`config.mk`:
```
export PLATFORM = sky130hd
export DESIGN_NAME = sorted_time_key_table
export DESIGN_NICKNAME = d
export VERILOG_FILES = /design/src/stkt_pkg.sv /design/src/stkt_cell.sv /design/src/sorted_time_key_table.sv
export SDC_FILE = /design/constraint.sdc
export NUM_CORES = 1
export LEC_CHECK = 0
export BUFFER_PORTS_ARGS = -buffer_cell sky130_fd_sc_hd__buf_2
export CAP_MARGIN = 25
export CORE_MARGIN = 1
export CORE_UTILIZATION = 60
export CTS_BUF_LIST = sky130_fd_sc_hd__clkbuf_16
export DETAILED_ROUTE_END_ITERATION = 8
export PLACE_DENSITY = 0.78
export SKIP_LAST_GASP = 1
export SYNTH_ARGS = -nofsm -noshare
export SYNTH_HDL_FRONTEND = slang
export SYNTH_SLANG_ARGS = --single-unit
export TNS_END_PERCENT = 5
```
`constraint.sdc`:
```
create_clock -name i_clk -period 7.1 [get_ports i_clk]
set_input_delay 1.42 -clock i_clk [delete_from_list [all_inputs] [get_ports i_clk]]
set_output_delay 1.42 -clock i_clk [all_outputs]
set_load 0.05 [all_outputs]
```
`src/stkt_pkg.sv`:
```
// stkt_pkg: types and constants shared by the sorted time-key table.
// No dependencies; used by stkt_cell, sorted_time_key_table and stkt_checker.
`timescale 1ns / 1ps
`default_nettype none

package stkt_pkg;

    localparam int CAPACITY = 8;
    localparam int IDX_W    = 3;   // slot_index / position field width
    localparam int CNT_W    = 4;   // entry_total field width
    localparam int KEY_W    = 11;  // {hour, minute}

    typedef enum logic [1:0] {
        CMD_INSERT = 2'd0,
        CMD_DELETE = 2'd1,
        CMD_READ   = 2'd2
    } t_cmd;

    typedef enum logic [1:0] {
        ST_OK        = 2'd0,
        ST_FULL      = 2'd1,
        ST_BAD_INDEX = 2'd2
    } t_status;

    // What a cell loads at the next edge.
    typedef enum logic [1:0] {
        OP_HOLD,
        OP_LOAD_NEW,
        OP_FROM_LEFT,
        OP_FROM_RIGHT
    } t_cell_op;

    typedef struct packed {
        logic [4:0]  hour;
        logic [5:0]  minute;
        logic [15:0] tag;
    } t_entry;

    // Compare results of a stored entry against the incoming key.
    typedef struct packed {
        logic lt;   // stored key < new key
        logic le;   // stored key <= new key
    } t_cell_flags;

    typedef struct packed {
        logic [1:0]       cmd;
        logic [4:0]       event_hour;
        logic [5:0]       event_minute;
        logic [15:0]      event_tag;
        logic [IDX_W-1:0] slot_index;
    } t_in_item;

    typedef struct packed {
        logic [1:0]       status;
        logic [IDX_W-1:0] position;
        logic [4:0]       read_hour;
        logic [5:0]       read_minute;
        logic [15:0]      read_tag;
        logic [CNT_W-1:0] entry_total;
    } t_out_item;

endpackage

`default_nettype wire

```
`src/stkt_cell.sv`:
```
// stkt_cell: one slot of the sorted chain; holds an entry, compares its key
// with the incoming key and shifts to/from its neighbors. Uses stkt_pkg.
`timescale 1ns / 1ps
`default_nettype none

module stkt_cell (
    input  wire logic                 i_clk,
    input  wire stkt_pkg::t_cell_op   i_op,
    input  wire stkt_pkg::t_entry     i_new,
    input  wire stkt_pkg::t_entry     i_left,
    input  wire stkt_pkg::t_entry     i_right,
    output stkt_pkg::t_entry          o_entry,
    output stkt_pkg::t_cell_flags     o_flags
);

    stkt_pkg::t_entry r_entry;
    stkt_pkg::t_entry n_entry;
    logic [stkt_pkg::KEY_W-1:0] w_key_own;
    logic [stkt_pkg::KEY_W-1:0] w_key_new;

    assign w_key_own = {r_entry.hour, r_entry.minute};
    assign w_key_new = {i_new.hour, i_new.minute};

    assign o_flags.lt = (w_key_own <  w_key_new);
    assign o_flags.le = (w_key_own <= w_key_new);
    assign o_entry    = r_entry;

    always_comb begin
        unique case (i_op)
            stkt_pkg::OP_HOLD:       n_entry = r_entry;
            stkt_pkg::OP_LOAD_NEW:   n_entry = i_new;
            stkt_pkg::OP_FROM_LEFT:  n_entry = i_left;
            stkt_pkg::OP_FROM_RIGHT: n_entry = i_right;
            default:                 n_entry = r_entry;
        endcase
    end

    // payload only, no reset
    always_ff @(posedge i_clk) begin
        r_entry <= n_entry;
    end

endmodule

`default_nettype wire

```
`src/sorted_time_key_table.sv`:
```
// sorted_time_key_table: bounded table kept sorted by (hour, minute), built as
// a chain of stkt_cell slots. Depends on stkt_pkg and stkt_cell.
//
//  channel | valid       | stall        | payload
//  --------+-------------+--------------+-------------------------
//  in      | i_in_valid  | o_in_stall   | i_in_data  (t_in_item)
//  out     | o_out_valid | i_out_stall  | o_out_data (t_out_item)
//
// Every command is handled by the whole chain at once: all cells compare against
// the new key and shift in parallel, and the result lands in the output register at
// the same edge, so one command per cycle is sustained while the output is not stalled.
// Input stalls only while the output register holds a result that is stalled.
// Reset (i_rst_n low, synchronous) empties the table and the output register.
`timescale 1ns / 1ps
`default_nettype none

module sorted_time_key_table (
    input  wire logic                i_clk,
    input  wire logic                i_rst_n,
    input  wire logic                i_in_valid,
    output logic                     o_in_stall,
    input  wire stkt_pkg::t_in_item  i_in_data,
    output logic                     o_out_valid,
    input  wire logic                i_out_stall,
    output stkt_pkg::t_out_item      o_out_data
);

    localparam int N = stkt_pkg::CAPACITY;

    logic [stkt_pkg::CNT_W-1:0] r_count;
    logic [stkt_pkg::CNT_W-1:0] n_count;
    logic                       r_out_valid;
    stkt_pkg::t_out_item        r_out;
    stkt_pkg::t_out_item        n_out;

    stkt_pkg::t_entry      w_entry [N];
    stkt_pkg::t_cell_flags w_flags [N];
    stkt_pkg::t_cell_op    w_op    [N];
    logic [N-1:0]          w_used;
    logic [N-1:0]          w_le;
    logic [N-1:0]          w_lt;
    stkt_pkg::t_entry      w_new;
    logic                  w_accept;
    logic                  w_full;
    logic                  w_idx_ok;

    assign o_in_stall  = r_out_valid & i_out_stall;
    assign w_accept    = i_in_valid & ~o_in_stall;
    assign o_out_valid = r_out_valid;
    assign o_out_data  = r_out;

    assign w_new.hour   = i_in_data.event_hour;
    assign w_new.minute = i_in_data.event_minute;
    assign w_new.tag    = i_in_data.event_tag;

    assign w_full   = (r_count == stkt_pkg::CNT_W'(N));
    assign w_idx_ok = ({1'b0, i_in_data.slot_index} < r_count);

    genvar g;
    generate
        for (g = 0; g < N; g++) begin : g_cell
            localparam int L = (g == 0) ? 0 : g - 1;
            localparam int R = (g == N - 1) ? g : g + 1;

            assign w_used[g] = (stkt_pkg::CNT_W'(g) < r_count);
            assign w_le[g]   = w_used[g] & w_flags[g].le;
            assign w_lt[g]   = w_used[g] & w_flags[g].lt;

            stkt_cell u_cell (
                .i_clk   (i_clk),
                .i_op    (w_op[g]),
                .i_new   (w_new),
                .i_left  (w_entry[L]),
                .i_right (w_entry[R]),
                .o_entry (w_entry[g]),
                .o_flags (w_flags[g])
            );
        end
    endgenerate

    // Per-cell shift control. Keys <= new stay put; the first slot past them
    // takes the new entry, the rest shift up. Delete shifts down from index.
    always_comb begin
        for (int i = 0; i < N; i++) begin
            w_op[i] = stkt_pkg::OP_HOLD;
            if (w_accept) begin
                if (i_in_data.cmd == stkt_pkg::CMD_INSERT && !w_full) begin
                    if (w_le[i]) begin
                        w_op[i] = stkt_pkg::OP_HOLD;
                    end else if (i == 0) begin
                        w_op[i] = stkt_pkg::OP_LOAD_NEW;
                    end else if (w_le[(i == 0) ? 0 : i - 1]) begin
                        w_op[i] = stkt_pkg::OP_LOAD_NEW;
                    end else begin
                        w_op[i] = stkt_pkg::OP_FROM_LEFT;
                    end
                end else if (i_in_data.cmd == stkt_pkg::CMD_DELETE && w_idx_ok) begin
                    if (stkt_pkg::IDX_W'(i) >= i_in_data.slot_index) begin
                        w_op[i] = stkt_pkg::OP_FROM_RIGHT;
                    end
                end
            end
        end
    end

    always_comb begin
        logic [stkt_pkg::CNT_W-1:0] v_less;
        stkt_pkg::t_entry           v_rd;
        v_less = '0;
        for (int i = 0; i < N; i++) begin
            v_less = v_less + stkt_pkg::CNT_W'(w_lt[i]);
        end
        v_rd    = w_entry[i_in_data.slot_index];
        n_count = r_count;
        n_out   = '0;
        unique case (i_in_data.cmd)
            stkt_pkg::CMD_INSERT: begin
                if (w_full) begin
                    n_out.status = stkt_pkg::ST_FULL;
                end else begin
                    // first equal key sits right after all smaller keys
                    n_out.position = v_less[stkt_pkg::IDX_W-1:0];
                    n_count        = r_count + 1'b1;
                end
            end
            stkt_pkg::CMD_DELETE: begin
                if (!w_idx_ok) begin
                    n_out.status = stkt_pkg::ST_BAD_INDEX;
                end else begin
                    n_out.position = i_in_data.slot_index;
                    n_count        = r_count - 1'b1;
                end
            end
            stkt_pkg::CMD_READ: begin
                if (!w_idx_ok) begin
                    n_out.status = stkt_pkg::ST_BAD_INDEX;
                end else begin
                    n_out.position    = i_in_data.slot_index;
                    n_out.read_hour   = v_rd.hour;
                    n_out.read_minute = v_rd.minute;
                    n_out.read_tag    = v_rd.tag;
                end
            end
            default: begin
                // unused command code: no change
            end
        endcase
        n_out.entry_total = n_count;
    end

    always_ff @(posedge i_clk) begin
        if (!i_rst_n) begin
            r_count     <= '0;
            r_out_valid <= 1'b0;
        end else begin
            if (w_accept) begin
                r_count     <= n_count;
                r_out_valid <= 1'b1;
            end else if (!i_out_stall) begin
                r_out_valid <= 1'b0;
            end
        end
    end

    always_ff @(posedge i_clk) begin
        if (w_accept) begin
            r_out <= n_out;
        end
    end

endmodule

`default_nettype wire

```
; Word-level counts from Yosys, hierarchy flattened
; Index checks and enable logic that the tools add are counted.
[op_classes]
add_sub_neg = 9
order_cmp = 34
n_eq_ne = 28
muxes = 69
bitwise_logic = 20
reduce_logical = 15
[ops]
columns = cell, n
row1 = 27-bit one-hot mux with 3 select lines, 6
row2 = 27-bit one-hot mux with 2 select lines, 2
row3 = 2-bit two-way mux, 47
row4 = 11-bit <= comparator, 8
row5 = 11-bit less-than comparator, 8
row6 = 27-bit binary-select mux with 3-bit select, 1
row7 = 27-bit two-way mux, 2
row8 = 2-bit == test (second input constant), 17
row9 = 30-bit two-way mux, 1
row10 = 1-bit bitwise AND, 18
row11 = 2-bit by 1-bit == test with 1-bit output (second input constant), 9
row12 = 2-bit zero test, 9
row13 = 3-bit by 4-bit less-than comparator with 1-bit output (first input constant), 4
row14 = 3-bit by 1-bit adder with 3-bit output, 5
row15 = 5-bit one-hot mux with 3 select lines, 1
row16 = 3-bit greater-or-equal comparator (first input constant), 4
row17 = 1-bit by 4-bit less-than comparator with 1-bit output (first input constant), 2
row18 = 2-bit by 4-bit less-than comparator with 1-bit output (first input constant), 2
row19 = 4-bit two-way mux, 2
row20 = 4-bit one-hot mux with 2 select lines, 1
row21 = 1-bit by 3-bit greater-or-equal comparator with 1-bit output (first input constant), 2
row22 = 2-bit by 3-bit greater-or-equal comparator with 1-bit output (first input constant), 2
row23 = 3-bit two-way mux, 2
row24 = 4-bit by 1-bit adder with 4-bit output (second input constant), 1
row25 = 14 further kinds, 19
[totals]
register_bits = 257
inputBits = 36
out_inout_bits = 38
wordCells = 207

; Depth between registers and ports, before layout
; Gate-level depths: netlist (run 1).
[depth]
word_depth = 11
mapped_depth = 15
ltp_nobuf = 15

; By module
; From an unflattened synthesis (run 1), not the netlist that was laid out.
[hier_totals]
cells_unflattened = 1605
area_unflattened_um2 = 17156.5
[modules_own_cells]
columns = module, n_inst, cells_each, area_per_inst_um2, seq_area_each_um2
row1 = stkt_cell (g_cell[0].u_cell ...), 5, 157, 1640.3, 810.8
row2 = stkt_cell (g_cell[5].u_cell ...), 3, 156, 1691.6, 810.8
row3 = sorted_time_key_table, 1, 352, 3880.0, 1181.1

; Worst setup path after synthesis (run 1)
; No wires, ideal clock.
[synth_path]
kind = input-to-reg
from = in i_in_data[25] (netlist name)
to = reg r_out (netlist bit o_out_data[32]) (data pin)
setup_ns = 0.256
t_arrival_ns = 5.263
required_ns = 6.844
path_slack_ns = 1.580
stages = 14
path_buffers = 0
path_cell_list = inv_1 ha_1 and3_1 or3b_1 a21oi_1 a2111oi_2 inv_1 fa_1 fa_1 fa_1 inv_1 ha_1 fa_1 a22o_1
[synth_rtl]
columns = element, line
row1 = start: declaration, sorted_time_key_table.sv:22  ; input wire stkt_pkg::t_in_item i_in_data,
row2 = end signal: assignment, sorted_time_key_table.sv:167  ; r_out <= n_out;
row3 = end: declaration, sorted_time_key_table.sv:33  ; stkt_pkg::t_out_item r_out;

==> results.sh, run 1 <==
export IMPL_status="complete, no violations"
export IMPL_grt_max_degree=44
export IMPL_crit_arrival_ps=5830
export IMPL_core_region_area_um2=26100
export IMPL_syn_nets=1447
export IMPL_nFillCells=1898
export IMPL_synth_async_sr_flop_share_pct=0
export IMPL_ir_drop_mv=0.222
export IMPL_grt_usage_pct=37.4
export IMPL_fin_crit_ps=5530
export IMPL_drt_wl_total_um=49900
export IMPL_cp_end_kind="flip-flop"
export IMPL_worstSetupPathType="in -> reg"
export IMPL_cts_hold_buf=0
export IMPL_cts_setup_buffers=0
export IMPL_leakagePower_nw=6.91
export IMPL_cts_buffers=28
export IMPL_vias=12351
export IMPL_yosysTopAreaCell="edfxtp_1"
export IMPL_start_util_pct=61.0
export IMPL_layout_commonest_cell="edfxtp_1"
export IMPL_cts_clk_slew_worst_paths_ps=60
export IMPL_dp_final_hpwl_um=31200
export IMPL_max_stage_delay_ps=550
export IMPL_die_width_um=165
export IMPL_drive_gt1_share_pct=20.1
export IMPL_worstMarginPinSlew_ps=1130
export IMPL_drt_iter0_drc=1786
export IMPL_clockRootBuffer="clkbuf_16"
export IMPL_post_route_period_util_pct=77.9
export IMPL_rsz0062_at_grt="no"
export IMPL_grt_pass1_vias=11790
export IMPL_cpLargestDelayFamily="adder cells"
export IMPL_tritoncts="done"
export IMPL_yosysTopAreaCellShare_pct=47.6
export IMPL_dr_pass1_iters=7
export IMPL_nets=1484
export IMPL_grt_pass1_wl_um=74000
export IMPL_clock_skew_final_ps=14.6
export IMPL_rows=59
export IMPL_crit_required_ps=7400
export IMPL_synth_area_leaders="edfxtp_1, mux4_2, ha_1"
export IMPL_synth_edf_count=252
export IMPL_power_density_nw_per_um2=231
export IMPL_ys_ff_latch=257
export IMPL_syn_area_per_cell_um2=12.1
export IMPL_gp_congestion=0.958
export IMPL_port_buffer_count=73
export IMPL_slew_headroom_pct=24.6
export IMPL_overflow=0
export IMPL_postRouteAntennaNets=0
export IMPL_die_h_um=165
export IMPL_die_area_um2=27200
export IMPL_yosysSeqAreaShare_pct=48.2
export IMPL_fmax_mhz=181
export IMPL_wire_per_inst_um=29.2
export IMPL_path_buf_inv=4
export IMPL_final_hold_viol_count=0
export IMPL_finalMaxSlewViolations=0
export IMPL_htreeDepth=1
export IMPL_path_common_cell="fa_1"
export IMPL_viasPerCell=7.24
export IMPL_clkLatencyLatePin_ps=580
export IMPL_drcViolationCount=0
export IMPL_synthFlopType="edfxtp_1"
export IMPL_syn_to_final_growth_pct=10.4
export IMPL_maxCapViolCount=0
export IMPL_yosys_warnings=0
export IMPL_startpoint_type="input port"
export IMPL_mostFrequentLayoutCells="edfxtp_1, nand2_1, ha_1"
export IMPL_final_util_pct=67.4
export IMPL_cts_resized=0
export IMPL_clockBufferDepth=3
export IMPL_path_max_fanout=11
export IMPL_setup_tns_final_ps=0
export IMPL_final_setup_viol_count=0
export IMPL_ios=74
export IMPL_worstPathCellList="buf_2 > inv_1 > ha_1 > a21o_1 > a221oi_1 > nor2_1 > a2111oi_2 > inv_1 > fa_1 > fa_1 > fa_1 > inv_1 > ha_1 > fa_1 > xnor2_1 > o21ai_0"
export IMPL_synth_cell_types=70
export IMPL_clock_sinks=257
export IMPL_netlist_instances=1311
export IMPL_antenna_found_initial=3
export IMPL_cpMaxStageDelayCell="fa_1"
export IMPL_min_path_type="reg -> reg"
export IMPL_synth_area_um2=15900
-- per-stage QoR --
stage / worst slack (ps) / hold WS [ps] / cells / instance area (µm²) / power [mW]
global placement: 1130 / 539 / 1649 / 16500 / 2.53
detailed placement: 989 / 551 / 1651 / 16600 / 2.56
global route: 1380 / 595 / 1706 / 17600 / 4.16
finish: 1570 / 561 / 1707 / 17600 / 4.05
floorplan: 1580 / 523 / 1311 / 15900 / 2.33
CTS: 1570 / 564 / 1703 / 17500 / 4.02
-- Yosys cell counts (4+ instances only) --
cell type	instances
a21o_1	48
a21oi_1	60
a221o_1	27
a22o_1	37
a22oi_1	74
and3_1	30
buf_1	10
buf_2	33
buf_4	5
buf_6	7
clkbuf_1	43
dfxtp_1	5
edfxtp_1	252
fa_1	4
ha_1	96
inv_1	37
mux2_2	44
mux2i_1	54
mux4_2	54
nand2_1	141
nand3_1	9
nand3b_1	4
nand4_1	17
nor2_1	79
nor2_2	4
nor2b_1	8
nor3_1	7
o21a_1	9
o21ai_0	26
o31ai_1	23
-- worst min-delay path, delay by kind of cell (launching register included) --
kind,cells,cell delay (ps)
DFF,1,340
AOI/OAI and AO/OA,1,60
and+or+nand+nor,1,60
-- routing by layer --
layer / part of all wire (%) / global-route usage, % / up-vias
met3: 16 / 12.5 / 166
met4: 3.6 / 13.9 / 2
met1: 38 / 53.0 / 5910
met2: 43 / 53.3 / 1068
li1: - / - / 5205
met5: 0.026 / 0 / -
-- power breakdown --
| part | total, mW | internal, mW | switching (mW) |
|---|---|---|---|
| Combinational | 0.716 | 0.257 | 0.460 |
| Sequential | 1.84 | 1.78 | 0.0602 |
| Clock | 1.49 | 0.863 | 0.631 |
-- path summary, 6_finish.rpt --
check / startpoint / endpoint / slack, ps / cells past startpoint
max: i_in_data[24] / o_out_data[33] / 1570 / 16
min reg2reg: g_cell[0].u_cell.o_entry[14] / g_cell[1].u_cell.o_entry[14] / 560 / 2
min: g_cell[0].u_cell.o_entry[14] / g_cell[1].u_cell.o_entry[14] / 560 / 2
max reg2reg: g_cell[3].u_cell.o_entry[20] / o_out_data[33] / 2420 / 14
-- cells by family (layout without fill, tap and decap cells) --
family                     count (synthesis)  in the layout  synth area share [%]
AOI/OAI and AO/OA                        336            336                  15.7
xor gates and xnor gates                   3              3                 0.165
adders and majority gates                100            100                  8.06
buffers and inverters                    135            194                  3.90
DFF                                      257            257                  48.2
muxes                                    152            152                  14.2
other                                      0              2                     0
and+or+nand+nor                          328            328                  9.77
-- area by class of cell --
type	instances	area, µm²	area share [%]
diodes	2	5.00	0.0285
clock inverters	24	233	1.33
multi-input cells	919	7740	44.1
repair buffers	105	646	3.68
well taps	335	419	2.39
inverters	37	139	0.791
clock buffers	28	701	3.99
flip-flops and latches	257	7670	43.7
-- flip-flops by register name, indices dropped and copies added (netlist names) --
register and cells:
o_out_valid 1, o_out_data 36, g_cell.u_cell.o_entry 216, r_count 4
(Power assumes the default switching activity.)
==> inputs of run 2 (changes only) <==
--- a/config.mk
+++ b/config.mk
@@ -5,10 +5,11 @@
 export SDC_FILE = /design/constraint.sdc
 export NUM_CORES = 1
 export LEC_CHECK = 0
+export ABC_AREA = 1
 export BUFFER_PORTS_ARGS = -buffer_cell sky130_fd_sc_hd__buf_2
 export CAP_MARGIN = 25
 export CORE_MARGIN = 1
-export CORE_UTILIZATION = 60
+export CORE_UTILIZATION = 57
 export CTS_BUF_LIST = sky130_fd_sc_hd__clkbuf_16
 export DETAILED_ROUTE_END_ITERATION = 8
 export PLACE_DENSITY = 0.78
==> constraint.sdc (replaced) <==
create_clock -name i_clk -period 4.78 [get_ports i_clk]
set_input_delay 0.956 -clock i_clk [delete_from_list [all_inputs] [get_ports i_clk]]
set_output_delay 0.956 -clock i_clk [all_outputs]
set_load 0.05 [all_outputs]
==> run 2 against run 1 <==
Against the previous run:
- clock skew decreased by 2.4 ps
- combinational power increased by 82%
- setup slack got worse by 1200 ps
- via count grew 32%
- cell count is 48% higher
- critical path type is now reg -> reg
- global-route usage increased by 0.16 points
- sequential share of layout area fell by 3.0 points
- hold slack got worse by 67 ps
- total power rose by 62%
- first-iteration DRC count is 58% higher
- clock-buffer cell count increased by 1
- wire length is 17% higher
- largest power group unchanged
==> results.sh, run 2 <==
export IMPL_stdcell_area_um2=18800
export IMPL_fmax_mhz=225
export IMPL_synth_area_um2=17200
export IMPL_syn_nets=2234
export IMPL_drive_gt1_share_pct=12.0
export IMPL_final_hold_viol_count=0
export IMPL_antenna_found_initial=0
export IMPL_ys_ff_latch=257
export IMPL_worstMarginPinSlew_ps=986
export IMPL_p_seq_share_pct=43.3
export IMPL_cp_end_kind="flip-flop"
export IMPL_die_width_um=176
export IMPL_synth_most_common_cell="nand2_1"
export IMPL_ios=74
export IMPL_grt_max_degree=137
export IMPL_maxCapViolCount=0
export IMPL_nets=2257
export IMPL_dp_final_hpwl_um=39800
export IMPL_synthFlopType="edfxtp_1"
export IMPL_netlist_instances=2098
export IMPL_ys_top_cells_by_count="nand2_1, edfxtp_1, nand3_1"
export IMPL_grt_pass1_wl_um=88000
export IMPL_status="complete, no violations"
export IMPL_ir_drop_mv=0.319
export IMPL_drcViolationCount=0
export IMPL_mostFrequentLayoutCells="nand2_1, edfxtp_1, nand3_1"
export IMPL_crit_required_ps=5100
export IMPL_rows=63
export IMPL_min_path_type="reg -> reg"
export IMPL_synthAdderAreaFrac_pct=7.44
export IMPL_port_buffer_count=73
export IMPL_critPathLaunch="r_count[0]"
export IMPL_clockBufferDepth=3
export IMPL_core_region_area_um2=29600
export IMPL_vias=16299
export IMPL_worstPathCellList="inv_1 > ha_1 > o21ai_1 > nand4_1 > fa_1 > fa_1 > fa_1 > inv_1 > ha_1 > fa_1 > xnor2_1 > o32ai_1"
export IMPL_synth_area_leaders="edfxtp_1, nand2_1, ha_1"
export IMPL_clkPwrFrac_pct=37.0
export IMPL_path_common_cell="fa_1"
export IMPL_path_max_fanout=6
export IMPL_synth_cell_types=45
export IMPL_crit_arrival_ps=4760
export IMPL_cts_setup_buffers=0
export IMPL_htreeDepth=1
export IMPL_worstHoldStart="o_out_valid"
export IMPL_layout_commonest_cell="nand2_1"
export IMPL_die_h_um=176
export IMPL_cts_buffers=29
export IMPL_holdWs_ps=494
export IMPL_overflow=0
export IMPL_drt_iter0_drc=2827
export IMPL_rsz0062_at_grt="no"
export IMPL_clock_sinks=257
export IMPL_start_util_pct=58.1
export IMPL_path_buf_inv=2
export IMPL_die_area_um2=30900
export IMPL_synth_top_family_by_area="simple AND/OR/NAND/NOR gates"
export IMPL_cpMaxStageDelayCell="fa_1"
export IMPL_power_density_nw_per_um2=348
export IMPL_cts_resized=0
export IMPL_synth_simple_gate_area_share_pct=29.1
export IMPL_place_area_um2=17800
export IMPL_dr_pass1_iters=6
export IMPL_final_setup_viol_count=0
export IMPL_yosys_warnings=0
export IMPL_clockRootBuffer="clkbuf_16"
export IMPL_finalMaxSlewViolations=0
export IMPL_clock_skew_final_ps=12.2
export IMPL_max_stage_delay_ps=570
export IMPL_gp_congestion=0.949
export IMPL_synth_async_sr_flop_share_pct=0
export IMPL_fin_crit_ps=4440
export IMPL_pwr_share_comb_pct=19.8
export IMPL_yosysTopAreaCellShare_pct=44.0
export IMPL_grt_pass1_vias=14585
export IMPL_internal_power_mw=4.51
export IMPL_yosysSeqAreaShare_pct=44.6
export IMPL_r2r_start="r_count[0]"
export IMPL_cpLargestDelayFamily="adder cells"
export IMPL_cts_hold_buf=0
export IMPL_startpoint_type="flip-flop"
export IMPL_syn_to_final_growth_pct=9.52
export IMPL_power_switching_mw=2.06
export IMPL_postRouteAntennaNets=0
export IMPL_tritoncts="done"
export IMPL_post_route_period_util_pct=93.0
export IMPL_synth_compound_area_share_pct=10.0
export IMPL_synth_edf_count=252
export IMPL_largest_reg_flops=216
export IMPL_muxShareOfSynthArea_pct=1.05
export IMPL_viasPerCell=6.43
export IMPL_slew_headroom_pct=34.1
export IMPL_wire_per_inst_um=23.0
export IMPL_p_sw_share_pct=31.3
export IMPL_syn_area_per_cell_um2=8.20
export IMPL_yosysTopAreaCell="edfxtp_1"
export IMPL_clkLatencyLatePin_ps=580
export IMPL_grt_usage_pct=37.6
export IMPL_leakagePower_nw=7.96
export IMPL_cts_clk_slew_worst_paths_ps=60
export IMPL_synthXorXnorAreaFrac_pct=0.153
export IMPL_worstSetupPathType="reg -> reg"
export IMPL_antenna_cells=0
export IMPL_drt_wl_total_um=58300
-- run 2: cell count changes after synthesis, moves of 54 or more --
cell	before	now
inv_1	37	131
nand4_1	17	126
a22oi_1	74	0
mux4_2	54	0
o21ai_0	26	188
mux2i_1	54	0
nand3_1	9	238
nand2_1	141	581
-- run 2: layer usage --
metal	vias up	global-route usage [%]	routed length, µm	part of all wire, %
li1	7330	-	-	-
met1	7482	56.0	22300	38
met2	1335	54.5	24500	42
met3	152	8.40	9660	17
met4	0	10.8	1790	3.1
met5	-	0	0	0
-- run 2: cell type report --
type / count / area (µm²)
fillers: 2563 / 10800
inverters: 145 / 554
clock inverters: 25 / 297
repair buffers: 137 / 886
flip-flops and latches: 257 / 7670
well taps: 390 / 488
multi-input cells: 1551 / 8230
clock buffers: 29 / 726
-- run 2: final timing paths --
| kind | endpoint | slack [ps] | cells after the start |
|---|---|---|---|
| hold / removal | o_out_valid | 490 | 2 |
| hold reg to reg | o_out_valid | 490 | 2 |
| setup / recovery | o_out_data[33] | 340 | 12 |
| setup reg to reg | o_out_data[33] | 340 | 12 |
-- run 2: cell families after synthesis --
group | count (synthesis)
simple gates | 1112
compound gates | 320
buf+inv | 290
flops | 257
fa+ha+maj | 100
mux | 16
xor+xnor | 3
-- run 2: per-stage QoR --
stage	utilization, %	power, mW	cells	TNS, ps	setup slack [ps]
3_3_place_gp	60.1	4.10	2480	0	39.2
2_1_floorplan	-	3.71	2098	0	31.8
6_report	63.6	6.57	2534	0	335
3_5_place_dp	60.1	4.13	2480	-130	-115
4_1_cts	63.6	6.52	2534	0	436
5_1_grt	63.6	6.76	2534	0	265
-- run 2: power by group through the flow --
stage                     clock network [mW]  registers, mW  logic [mW]
after floorplan                            0           2.90       0.810
after global placement                     0           2.87        1.23
after detailed placement                   0           2.87        1.26
after CTS                               2.43           2.83        1.26
after global routing                    2.50           2.85        1.40
final                                   2.43           2.84        1.30
-- run 2: worst register-to-register path, cell delays in order, from the launching register on --
cell and delay (ps):
dfxtp_1 470, inv_1 140, ha_1 370, o21ai_1 420
nand4_1 220, fa_1 570, fa_1 540, fa_1 540
inv_1 40, ha_1 200, fa_1 380, xnor2_1 180
o32ai_1 110
